File: config.mk
export PLATFORM = sky130hd
export DESIGN_NAME = dual_motor_drive_sequencer
export DESIGN_NICKNAME = d
export VERILOG_FILES = /design/src/rtl/core/dmds_pkg.sv /design/src/rtl/core/dual_motor_drive_sequencer.sv /design/src/rtl/core/dmds_lane.sv /design/src/rtl/core/dmds_pulse.sv
export SDC_FILE = /design/constraint.sdc
export NUM_CORES = 2
export LEC_CHECK = 0
export BUFFER_PORTS_ARGS = -buffer_cell sky130_fd_sc_hd__buf_2
export CAP_MARGIN = 20
export CORE_ASPECT_RATIO = 0.5
export CORE_MARGIN = 1.5
export CORE_UTILIZATION = 40
export DETAILED_ROUTE_END_ITERATION = 10
export GPL_TIMING_DRIVEN = 0
export SLEW_MARGIN = 0
export SYNTH_ARGS = -nofsm -noshare
export SYNTH_HDL_FRONTEND = slang
export SYNTH_SLANG_ARGS = --single-unit
File: constraint.sdc
create_clock -name clock -period 17.92 [get_ports clock]
set_input_delay 1.792 -clock clock [delete_from_list [all_inputs] [get_ports clock]]
set_output_delay 1.792 -clock clock [all_outputs]
set_load 0.005 [all_outputs]
File: src/rtl/core/dmds_pkg.sv
`default_nettype none
// ----------------------------------------------------------------------------
// dmds_pkg: shared definitions for the dual motor drive sequencer
// Phase codes, command codes, register indexes, defaults and the lane
// status record passed from each motor lane to the merge stage.
// ----------------------------------------------------------------------------
package dmds_pkg;

   // Command codes carried in req_cmd
   localparam logic CMD_REQUEST = 1'b0;
   localparam logic CMD_TICK    = 1'b1;

   // Register indexes on the csr port
   localparam logic [2:0] REG_NEUTRAL    = 3'd0;
   localparam logic [2:0] REG_MIN        = 3'd1;
   localparam logic [2:0] REG_MAX        = 3'd2;
   localparam logic [2:0] REG_DELTA      = 3'd3;
   localparam logic [2:0] REG_DEADBAND   = 3'd4;
   localparam logic [2:0] REG_FLAGS      = 3'd5;
   localparam logic [2:0] REG_BRAKE_PCT  = 3'd6;
   localparam logic [2:0] REG_BRAKE_MS   = 3'd7;

   // output_flags bit positions
   localparam int FLAG_REVERSE     = 0;
   localparam int FLAG_INV_LEFT    = 1;
   localparam int FLAG_INV_RIGHT   = 2;

   // Register reset values
   localparam logic [11:0] NEUTRAL_RESET   = 12'd1500;
   localparam logic [11:0] MIN_RESET       = 12'd1000;
   localparam logic [11:0] MAX_RESET       = 12'd2000;
   localparam logic [8:0]  DELTA_RESET     = 9'd400;
   localparam logic [8:0]  DELTA_LOW       = 9'd200;
   localparam logic [8:0]  DELTA_HIGH      = 9'd500;
   localparam logic [7:0]  DEADBAND_RESET  = 8'd40;
   localparam logic [2:0]  FLAGS_RESET     = 3'd3;
   localparam logic [6:0]  BRAKE_PCT_RESET = 7'd25;
   localparam logic [15:0] BRAKE_MS_RESET  = 16'd350;

   // Full drive and percent limits
   localparam logic signed [7:0] PCT_MAX = 8'sd100;
   localparam logic signed [7:0] PCT_MIN = -8'sd100;

   // Defaults of the top level parameters
   localparam int BOOST_PERCENT_DEF        = 40;
   localparam int BOOST_MS_DEF             = 180;
   localparam int MIN_MOVE_PERCENT_DEF     = 8;
   localparam int SLEW_PERCENT_PER_SEC_DEF = 250;
   localparam int PERIOD_MS_DEF            = 10;

   // Divide by 100: q = (m * DIV100_RECIP) >> DIV100_SHIFT, exact for m below 199000
   localparam int          DIV100_SHIFT = 24;
   localparam logic [17:0] DIV100_RECIP = 18'd167773;

   typedef enum logic [1:0] {
      PH_IDLE  = 2'd0,
      PH_BOOST = 2'd1,
      PH_RUN   = 2'd2,
      PH_BRAKE = 2'd3
   } phase_type;

   typedef struct packed {
      logic signed [7:0] applied;
      phase_type         phase;
   } lane_status_type;

endpackage
`default_nettype wire

File: src/rtl/core/dual_motor_drive_sequencer.sv
`default_nettype none
// ----------------------------------------------------------------------------
// dual_motor_drive_sequencer: two-motor ESC drive sequencer
// Results: a tick's result is registered through the pipeline into the
// result register; requests update state and give no result.
// Throughput: one item per cycle unless the result register waits on rsp_ready;
// the pulse pipeline (two multipliers per lane) and req_ready hold only then.
// Reset: motor state, time and pipeline valid bits cleared, registers to defaults.
// ----------------------------------------------------------------------------
module dual_motor_drive_sequencer #(
   parameter int BOOST_PERCENT        = dmds_pkg::BOOST_PERCENT_DEF,
   parameter int BOOST_MS             = dmds_pkg::BOOST_MS_DEF,
   parameter int MIN_MOVE_PERCENT     = dmds_pkg::MIN_MOVE_PERCENT_DEF,
   parameter int SLEW_PERCENT_PER_SEC = dmds_pkg::SLEW_PERCENT_PER_SEC_DEF,
   parameter int PERIOD_MS            = dmds_pkg::PERIOD_MS_DEF
) (
   input  wire logic              clock,
   input  wire logic              reset,
   input  wire logic              csr_wr_en,
   input  wire logic [2:0]        csr_index,
   input  wire logic [15:0]       csr_wdata,
   input  wire logic              req_valid,
   output logic                   req_ready,
   input  wire logic              req_cmd,
   input  wire logic signed [7:0] req_left_target,
   input  wire logic signed [7:0] req_right_target,
   output logic                   rsp_valid,
   input  wire logic              rsp_ready,
   output logic [11:0]            rsp_left_pulse_us,
   output logic [11:0]            rsp_right_pulse_us,
   output logic signed [7:0]      rsp_left_applied,
   output logic signed [7:0]      rsp_right_applied,
   output logic [1:0]             rsp_left_phase,
   output logic [1:0]             rsp_right_phase
);

   localparam logic [31:0] PERIOD = 32'(PERIOD_MS);

   // configuration registers
   logic [11:0] neutral_ff, min_ff, max_ff;
   logic [8:0]  delta_ff, delta_sat;
   logic [7:0]  deadband_ff;
   logic [2:0]  flags_ff;
   logic [6:0]  brake_pct_ff;
   logic [15:0] brake_ms_ff;

   logic [31:0] time_ff, time_in;
   logic        advance, accept, tick;

   dmds_pkg::lane_status_type status_next [2];
   dmds_pkg::lane_status_type st1_ff [2];
   dmds_pkg::lane_status_type st2_ff [2];
   dmds_pkg::lane_status_type st3_ff [2];
   logic signed [7:0] pct_in [2];
   logic signed [7:0] pct1_ff [2];
   logic [1:0]        inv;
   logic [11:0]       pulse [2];
   logic              v1_ff, v2_ff, v3_ff, out_valid_ff;
   logic [11:0]       out_pulse_ff [2];
   dmds_pkg::lane_status_type out_st_ff [2];

   assign advance   = !(out_valid_ff && !rsp_ready);
   assign req_ready = advance;
   assign accept    = req_valid && advance;
   assign tick      = accept && (req_cmd == dmds_pkg::CMD_TICK);
   assign time_in   = tick ? (time_ff + PERIOD) : time_ff;
   assign inv       = {flags_ff[dmds_pkg::FLAG_INV_RIGHT], flags_ff[dmds_pkg::FLAG_INV_LEFT]};

   always_comb begin
      delta_sat = csr_wdata[8:0];
      if (delta_sat < dmds_pkg::DELTA_LOW) delta_sat = dmds_pkg::DELTA_LOW;
      if (delta_sat > dmds_pkg::DELTA_HIGH) delta_sat = dmds_pkg::DELTA_HIGH;
   end

   always_ff @(posedge clock) begin
      if (reset) begin
         neutral_ff   <= dmds_pkg::NEUTRAL_RESET;
         min_ff       <= dmds_pkg::MIN_RESET;
         max_ff       <= dmds_pkg::MAX_RESET;
         delta_ff     <= dmds_pkg::DELTA_RESET;
         deadband_ff  <= dmds_pkg::DEADBAND_RESET;
         flags_ff     <= dmds_pkg::FLAGS_RESET;
         brake_pct_ff <= dmds_pkg::BRAKE_PCT_RESET;
         brake_ms_ff  <= dmds_pkg::BRAKE_MS_RESET;
      end else if (csr_wr_en) begin
         unique case (csr_index)
            dmds_pkg::REG_NEUTRAL:   neutral_ff   <= csr_wdata[11:0];
            dmds_pkg::REG_MIN:       min_ff       <= csr_wdata[11:0];
            dmds_pkg::REG_MAX:       max_ff       <= csr_wdata[11:0];
            dmds_pkg::REG_DELTA:     delta_ff     <= delta_sat;
            dmds_pkg::REG_DEADBAND:  deadband_ff  <= csr_wdata[7:0];
            dmds_pkg::REG_FLAGS:     flags_ff     <= csr_wdata[2:0];
            dmds_pkg::REG_BRAKE_PCT: brake_pct_ff <= csr_wdata[6:0];
            dmds_pkg::REG_BRAKE_MS:  brake_ms_ff  <= csr_wdata[15:0];
            default: ;
         endcase
      end
   end

   dmds_lane #(
      .BOOST_PERCENT(BOOST_PERCENT), .BOOST_MS(BOOST_MS),
      .MIN_MOVE_PERCENT(MIN_MOVE_PERCENT),
      .SLEW_PERCENT_PER_SEC(SLEW_PERCENT_PER_SEC), .PERIOD_MS(PERIOD_MS)
   ) u_lane_left (
      .clock(clock), .reset(reset), .item_accept(accept), .item_cmd(req_cmd),
      .raw_target(req_left_target), .time_now(time_ff),
      .brake_percent(brake_pct_ff), .brake_ms(brake_ms_ff),
      .status_next(status_next[0])
   );

   dmds_lane #(
      .BOOST_PERCENT(BOOST_PERCENT), .BOOST_MS(BOOST_MS),
      .MIN_MOVE_PERCENT(MIN_MOVE_PERCENT),
      .SLEW_PERCENT_PER_SEC(SLEW_PERCENT_PER_SEC), .PERIOD_MS(PERIOD_MS)
   ) u_lane_right (
      .clock(clock), .reset(reset), .item_accept(accept), .item_cmd(req_cmd),
      .raw_target(req_right_target), .time_now(time_ff),
      .brake_percent(brake_pct_ff), .brake_ms(brake_ms_ff),
      .status_next(status_next[1])
   );

   // invert, then drop reverse drive when it is not allowed
   always_comb begin
      for (int k = 0; k < 2; k++) begin
         pct_in[k] = inv[k] ? -status_next[k].applied : status_next[k].applied;
         if (!flags_ff[dmds_pkg::FLAG_REVERSE] && pct_in[k][7]) pct_in[k] = 8'sd0;
      end
   end

   dmds_pulse u_pulse_left (
      .clock(clock), .advance(advance), .pct(pct1_ff[0]),
      .neutral_us(neutral_ff), .min_us(min_ff), .max_us(max_ff),
      .delta_us(delta_ff), .deadband_us(deadband_ff), .pulse_us(pulse[0])
   );

   dmds_pulse u_pulse_right (
      .clock(clock), .advance(advance), .pct(pct1_ff[1]),
      .neutral_us(neutral_ff), .min_us(min_ff), .max_us(max_ff),
      .delta_us(delta_ff), .deadband_us(deadband_ff), .pulse_us(pulse[1])
   );

   always_ff @(posedge clock) begin
      if (reset) begin
         time_ff      <= '0;
         v1_ff        <= 1'b0;
         v2_ff        <= 1'b0;
         v3_ff        <= 1'b0;
         out_valid_ff <= 1'b0;
      end else begin
         time_ff <= time_in;
         // advance the whole pipeline unless the result register is held
         if (advance) begin
            v1_ff        <= tick;
            v2_ff        <= v1_ff;
            v3_ff        <= v2_ff;
            out_valid_ff <= v3_ff;
         end
      end
   end

   always_ff @(posedge clock) begin
      if (advance) begin
         for (int k = 0; k < 2; k++) begin
            st1_ff[k]       <= status_next[k];
            pct1_ff[k]      <= pct_in[k];
            st2_ff[k]       <= st1_ff[k];
            st3_ff[k]       <= st2_ff[k];
            out_st_ff[k]    <= st3_ff[k];
            out_pulse_ff[k] <= pulse[k];
         end
      end
   end

   assign rsp_valid          = out_valid_ff;
   assign rsp_left_pulse_us  = out_pulse_ff[0];
   assign rsp_right_pulse_us = out_pulse_ff[1];
   assign rsp_left_applied   = out_st_ff[0].applied;
   assign rsp_right_applied  = out_st_ff[1].applied;
   assign rsp_left_phase     = out_st_ff[0].phase;
   assign rsp_right_phase    = out_st_ff[1].phase;

endmodule
`default_nettype wire

File: src/rtl/core/dmds_lane.sv
`default_nettype none
// ----------------------------------------------------------------------------
// dmds_lane: one motor's sequencing state
// Holds target, applied percent, phase and phase end time; applies a
// request or a tick on each transfer and shows the post-update status.
// ----------------------------------------------------------------------------
module dmds_lane #(
   parameter int BOOST_PERCENT        = dmds_pkg::BOOST_PERCENT_DEF,
   parameter int BOOST_MS             = dmds_pkg::BOOST_MS_DEF,
   parameter int MIN_MOVE_PERCENT     = dmds_pkg::MIN_MOVE_PERCENT_DEF,
   parameter int SLEW_PERCENT_PER_SEC = dmds_pkg::SLEW_PERCENT_PER_SEC_DEF,
   parameter int PERIOD_MS            = dmds_pkg::PERIOD_MS_DEF
) (
   input  wire logic                     clock,
   input  wire logic                     reset,
   input  wire logic                     item_accept,
   input  wire logic                     item_cmd,
   input  wire logic signed [7:0]        raw_target,
   input  wire logic [31:0]              time_now,
   input  wire logic [6:0]               brake_percent,
   input  wire logic [15:0]              brake_ms,
   output dmds_pkg::lane_status_type     status_next
);

   // Steps above 200 behave like 200 since results clamp at +-100
   localparam int STEP_RAW = (SLEW_PERCENT_PER_SEC * PERIOD_MS) / 1000;
   localparam int STEP_SAT = (STEP_RAW < 1) ? 1 : ((STEP_RAW > 200) ? 200 : STEP_RAW);
   localparam logic signed [9:0] STEP      = 10'(STEP_SAT);
   localparam logic signed [9:0] MIN_MOVE  = 10'(MIN_MOVE_PERCENT);
   localparam logic signed [7:0] BOOST_PCT = 8'(BOOST_PERCENT);
   localparam logic [31:0]       BOOST_LEN = 32'(BOOST_MS);

   logic signed [7:0]   target_ff, target_in;
   logic signed [7:0]   applied_ff, applied_in;
   dmds_pkg::phase_type phase_ff, phase_in;
   logic [31:0]         end_ff, end_in;

   logic signed [7:0] new_target;
   logic signed [7:0] new_mag;
   logic signed [7:0] brake_pct;
   logic signed [7:0] brake_applied;
   logic              old_pos, old_neg, new_pos, new_neg;
   logic signed [9:0] a_ext, t_ext, a_sum;

   always_comb begin
      // clamp the requested target to full drive
      if (raw_target > dmds_pkg::PCT_MAX) begin
         new_target = dmds_pkg::PCT_MAX;
      end else if (raw_target < dmds_pkg::PCT_MIN) begin
         new_target = dmds_pkg::PCT_MIN;
      end else begin
         new_target = raw_target;
      end
      new_mag = new_target[7] ? -new_target : new_target;
      old_pos = (applied_ff > 8'sd0);
      old_neg = applied_ff[7];
      new_pos = (new_target > 8'sd0);
      new_neg = new_target[7];
      brake_pct = (brake_percent > 7'd100) ? dmds_pkg::PCT_MAX : $signed({1'b0, brake_percent});
      brake_applied = old_pos ? -brake_pct : brake_pct;

      a_ext = {{2{applied_ff[7]}}, applied_ff};
      t_ext = {{2{target_ff[7]}}, target_ff};
      a_sum = a_ext;

      target_in  = target_ff;
      applied_in = applied_ff;
      phase_in   = phase_ff;
      end_in     = end_ff;

      if (item_accept && (item_cmd == dmds_pkg::CMD_REQUEST)) begin
         target_in = new_target;
         if ((old_pos || old_neg) && !(new_pos || new_neg)) begin
            phase_in   = dmds_pkg::PH_BRAKE;
            end_in     = time_now + 32'(brake_ms);
            applied_in = brake_applied;
         end else if (!(old_pos || old_neg) && (new_pos || new_neg) &&
                      (new_mag < BOOST_PCT)) begin
            phase_in   = dmds_pkg::PH_BOOST;
            end_in     = time_now + BOOST_LEN;
            applied_in = new_pos ? BOOST_PCT : -BOOST_PCT;
         end else if ((old_pos && new_neg) || (old_neg && new_pos)) begin
            // direction flip: half-length brake
            phase_in   = dmds_pkg::PH_BRAKE;
            end_in     = time_now + 32'(brake_ms >> 1);
            applied_in = brake_applied;
         end else begin
            phase_in = (new_pos || new_neg) ? dmds_pkg::PH_RUN : dmds_pkg::PH_IDLE;
         end
      end else if (item_accept) begin
         unique case (phase_ff)
            dmds_pkg::PH_IDLE: begin
               // decay toward zero, snap inside the small band
               if (a_ext > MIN_MOVE) begin
                  a_sum = a_ext - STEP;
                  if (a_sum < 10'sd0) a_sum = 10'sd0;
               end else if (a_ext < -MIN_MOVE) begin
                  a_sum = a_ext + STEP;
                  if (a_sum > 10'sd0) a_sum = 10'sd0;
               end else begin
                  a_sum = 10'sd0;
               end
               applied_in = a_sum[7:0];
            end
            dmds_pkg::PH_RUN: begin
               if (a_ext < t_ext) begin
                  a_sum = a_ext + STEP;
                  if (a_sum > t_ext) a_sum = t_ext;
               end else if (a_ext > t_ext) begin
                  a_sum = a_ext - STEP;
                  if (a_sum < t_ext) a_sum = t_ext;
               end
               applied_in = a_sum[7:0];
            end
            default: begin
               // timed phase ends once the counter reaches the end time
               if (time_now >= end_ff) begin
                  phase_in = (target_ff == 8'sd0) ? dmds_pkg::PH_IDLE : dmds_pkg::PH_RUN;
               end
            end
         endcase
      end

      status_next.applied = applied_in;
      status_next.phase   = phase_in;
   end

   always_ff @(posedge clock) begin
      if (reset) begin
         target_ff  <= '0;
         applied_ff <= '0;
         phase_ff   <= dmds_pkg::PH_IDLE;
         end_ff     <= '0;
      end else begin
         target_ff  <= target_in;
         applied_ff <= applied_in;
         phase_ff   <= phase_in;
         end_ff     <= end_in;
      end
   end

endmodule
`default_nettype wire

File: src/rtl/core/dmds_pulse.sv
`default_nettype none
// ----------------------------------------------------------------------------
// dmds_pulse: ESC pulse width pipeline for one lane
// Scales a drive percent by the full scale offset, divides by 100,
// applies the deadband snap and the min and max limits.
// ----------------------------------------------------------------------------
module dmds_pulse (
   input  wire logic               clock,
   input  wire logic               advance,
   input  wire logic signed [7:0]  pct,
   input  wire logic [11:0]        neutral_us,
   input  wire logic [11:0]        min_us,
   input  wire logic [11:0]        max_us,
   input  wire logic [8:0]         delta_us,
   input  wire logic [7:0]         deadband_us,
   output logic [11:0]             pulse_us
);

   localparam int QW = 16 + 18;

   logic signed [16:0] prod_ff, prod_in;
   logic [QW-1:0]      qprod_ff, qprod_in;
   logic               neg_ff, neg_in;
   logic [15:0]        mag;
   logic [8:0]         quot;
   logic signed [13:0] us;

   always_comb begin
      prod_in  = 17'(pct) * 17'($signed({1'b0, delta_us}));
      neg_in   = prod_ff[16];
      mag      = prod_ff[16] ? 16'(-prod_ff) : 16'(prod_ff);
      qprod_in = QW'(mag) * QW'(dmds_pkg::DIV100_RECIP);
      quot     = qprod_ff[dmds_pkg::DIV100_SHIFT +: 9];

      // |us - neutral| is the quotient itself
      if (quot <= {1'b0, deadband_us}) begin
         us = $signed({2'b00, neutral_us});
      end else if (neg_ff) begin
         us = $signed({2'b00, neutral_us}) - $signed({5'b00000, quot});
      end else begin
         us = $signed({2'b00, neutral_us}) + $signed({5'b00000, quot});
      end
      if (us < $signed({2'b00, min_us})) us = $signed({2'b00, min_us});
      if (us > $signed({2'b00, max_us})) us = $signed({2'b00, max_us});
      pulse_us = us[11:0];
   end

   always_ff @(posedge clock) begin
      if (advance) begin
         prod_ff  <= prod_in;
         neg_ff   <= neg_in;
         qprod_ff <= qprod_in;
      end
   end

endmodule
`default_nettype wire

==> flow_summary.json <==
{
  "status": "complete, no violations",
  "coreArea_um2": 100000,
  "via_per_inst": 5.43,
  "yosys-top-cells-count": "inv_1 (653), ha_1 (604), nand2_1 (364), nor2_1 (302), fa_1 (285)",
  "synth_area_leaders": "ha_1 (19%), fa_1 (14%), edfxtp_1 (13%)",
  "hold-path-endpoint": "st3_ff[0][13]$_DFFE_PN_",
  "hold_class": "register to register",
  "slew_headroom_pct": 22.9,
  "tns_ps": 0,
  "clk_pin_slew_ps": 60,
  "h-tree-depth": 2,
  "ff2ff_setup_slack_ps": 8590,
  "start_util_pct": 40.4,
  "r2r_end": "u_pulse_right.qprod_ff[32]$_DFFE_PN_",
  "io_pins": 87,
  "track_usage_pct": 22.4,
  "synth_edf_count": 174,
  "hold_buffers": 0,
  "synth_area_um2": 40500,
  "finalCritPeriodShare_pct": 52.0,
  "cts_max_path_buffers": 3,
  "clock_sink_count": 388,
  "synth_top_cell_by_area": "ha_1",
  "drtIter0Drc": 2416,
  "synth_nets": 5419,
  "ys_warn_count": 0,
  "hold_depth": 0,
  "crit_arrival_ps": 9710,
  "hold_viol_final": 0,
  "areaGrowthSynthToFinish_pct": 8.65,
  "drv_slew": 0,
  "cts_setup_buffers": 0,
  "hpwl_um": 93600,
  "post_cts_resized": 0,
  "io_buffers": 75,
  "cp.required_ps": 18300,
  "die_area_um2": 103000,
  "drt_wl_total_um": 117000,
  "nets": 5546,
  "place_ws_ps": 8580,
  "vias": 32600,
  "grt_max_degree": 104,
  "ys_async_sr_fraction_pct": 0,
  "grt_pass1_wl_um": 183000,
  "max_slew.worst_pin.slew_ps": 1160,
  "cp-start-kind": "register",
  "critPathKind": "register to register",
  "wl_per_cell_um": 19.5,
  "path_max_fanout": 8,
  "yosysMostFrequentCell": "inv_1",
  "max_freq_mhz": 107,
  "slowest_stage": "edfxtp_1",
  "grt_overflow": 0,
  "synthCells": 4489,
  "drt_first_pass_iters": 6,
  "cts_tree": "built",
  "r2r_cells": 31,
  "post-route-min-period_ps": 9330,
  "drive_above_1_share_pct": 5.72,
  "gp_congestion": 0.954,
  "fp-row-count": 82,
  "synth.distinct_cells": 93,
  "antenna_found_initial": 3,
  "synth-seq-cells": 388,
  "synth-seq-area-share_pct": 23.5,
  "syn_area_per_cell_um2": 9.02,
  "numCtsBuffers": 44,
  "synth_top_area_share_pct": 18.7,
  "layout_setup_ws_ps": 8590,
  "die_w_um": 453,
  "setup_viol": 0,
  "clock_skew_ps": 42.3,
  "grt_pass1_vias": 32500,
  "drc": 0,
  "detail-route-antenna-nets": 0,
  "yosys_most_used_dff": "dfxtp_1",
  "clkLatencyLatePin_ps": 620,
  "cts_root_buf": "clkbuf_16",
  "maxCapViolCount": 0,
  "critPathCaptureType": "register",
  "slowest_delay_ps": 620,
  "crit-reg2reg-launch": "u_pulse_right.prod_ff[0]$_DFFE_PN_",
  "min-delay-start": "st2_ff[0][13]$_DFFE_PN_",
  "rsz0062_at_grt": "no",
  "fp.dieH_um": 228
}
## worst max-delay path by stage
| stage | cells past startpoint | from | slack [ps] | end |
|---|---|---|---|---|
| floorplan | 28 | u_pulse_right.prod_ff[0]$_DFFE_PN_ | 10040 | u_pulse_right.qprod_ff[32]$_DFFE_PN_ |
| global placement | 31 | u_pulse_right.prod_ff[0]$_DFFE_PN_ | 8680 | u_pulse_right.qprod_ff[32]$_DFFE_PN_ |
| detailed placement | 31 | u_pulse_right.prod_ff[0]$_DFFE_PN_ | 8580 | u_pulse_right.qprod_ff[32]$_DFFE_PN_ |
| CTS | 31 | u_pulse_right.prod_ff[0]$_DFFE_PN_ | 8560 | u_pulse_right.qprod_ff[32]$_DFFE_PN_ |
| global route | 29 | u_pulse_right.prod_ff[0]$_DFFE_PN_ | 8100 | u_pulse_right.qprod_ff[32]$_DFFE_PN_ |
| finish | 31 | u_pulse_right.prod_ff[0]$_DFFE_PN_ | 8590 | u_pulse_right.qprod_ff[32]$_DFFE_PN_ |
## cell type report
class / count / area, um2
diodes: 3 / 7.51
plain buffers: 158 / 631
clock buffers: 48 / 1140
clock inverters: 33 / 231
fillers: 9723 / 56200
inverters: 656 / 2460
multi-input cells: 3287 / 27900
flip-flops and latches: 388 / 9510
well taps: 1344 / 1680
repair buffers: 81 / 435
## critical path, delay by kind of cell, from the launching register on
family	cells	cell delay, ps
flops	1	620
fa+ha+maj	9	3420
simple gates	7	1680
buf+inv	5	730
xor+xnor	2	780
compound gates	8	1880
## kinds of logic (layout without fill, tap and decap cells)
logic type | after synthesis | count (layout) | synth area share [%]
DFF | 388 | 388 | 23.5
AOI/OAI and AO/OA | 865 | 865 | 14.1
adders and majority gates | 889 | 889 | 32.7
other | 0 | 3 | 0
and+or+nand+nor | 1191 | 1191 | 14.1
xor gates and xnor gates | 238 | 238 | 5.16
buffers and inverters | 814 | 976 | 7.61
muxes | 104 | 104 | 2.75
## flip-flops by register name, summed over array words and instances, names as in the netlist, 9 cells and up
signal and cells:
u_pulse_right.qprod_ff 9, st1_ff 20, min_ff 12, st2_ff 20, u_pulse_left.qprod_ff 9, st3_ff 20, u_lane_right.end_ff 32, delta_ff 9
u_pulse_left.prod_ff 17, u_pulse_right.prod_ff 17, out_st_ff 20, pct1_ff 16, brake_ms_ff 16, time_ff 31, out_pulse_ff 24, u_lane_left.end_ff 32
max_ff 12, neutral_ff 12
## placed cells by master (no fill, tap or decap), drive strengths merged, types with 35 or more instances in the layout
cell	netlist	routed
inv	653	659
and2	101	101
o211ai	43	43
buf	28	109
a21oi	250	250
mux2i	55	55
xor2	93	93
xnor2	145	145
o31ai	35	35
nand3	79	79
dfxtp	214	214
nand2b	49	49
nor2b	48	48
ha	604	604
clkbuf	130	178
a21o	61	61
nand2	364	364
o21ai	164	164
nor3	82	82
mux2	49	49
a211oi	49	49
fa	285	285
nor2	302	302
o21a	37	37
edfxtp	174	174
## layer usage
metal,GRT usage (%),wire [um],up-vias
met5,0,0,-
met3,2.14,5270,226
met4,8.03,4160,0
met1,30.8,53700,15900
met2,36.5,53800,842
li1,-,-,15600
## metrics by stage
step | cell area [um2] | hold WS (ps) | utilization, % | std cells
floorplan | 40500 | 400 | - | 4489
global placement | 42600 | 401 | 42.5 | 5908
detailed placement | 42600 | 405 | 42.5 | 5911
global route | 44000 | 423 | 43.9 | 5997
finish | 44000 | 418 | 43.9 | 5998
CTS | 44000 | 408 | 43.9 | 5992
Power is not shown: default switching activity piles up to over one toggle a cycle in this logic, so the estimate is an artifact.
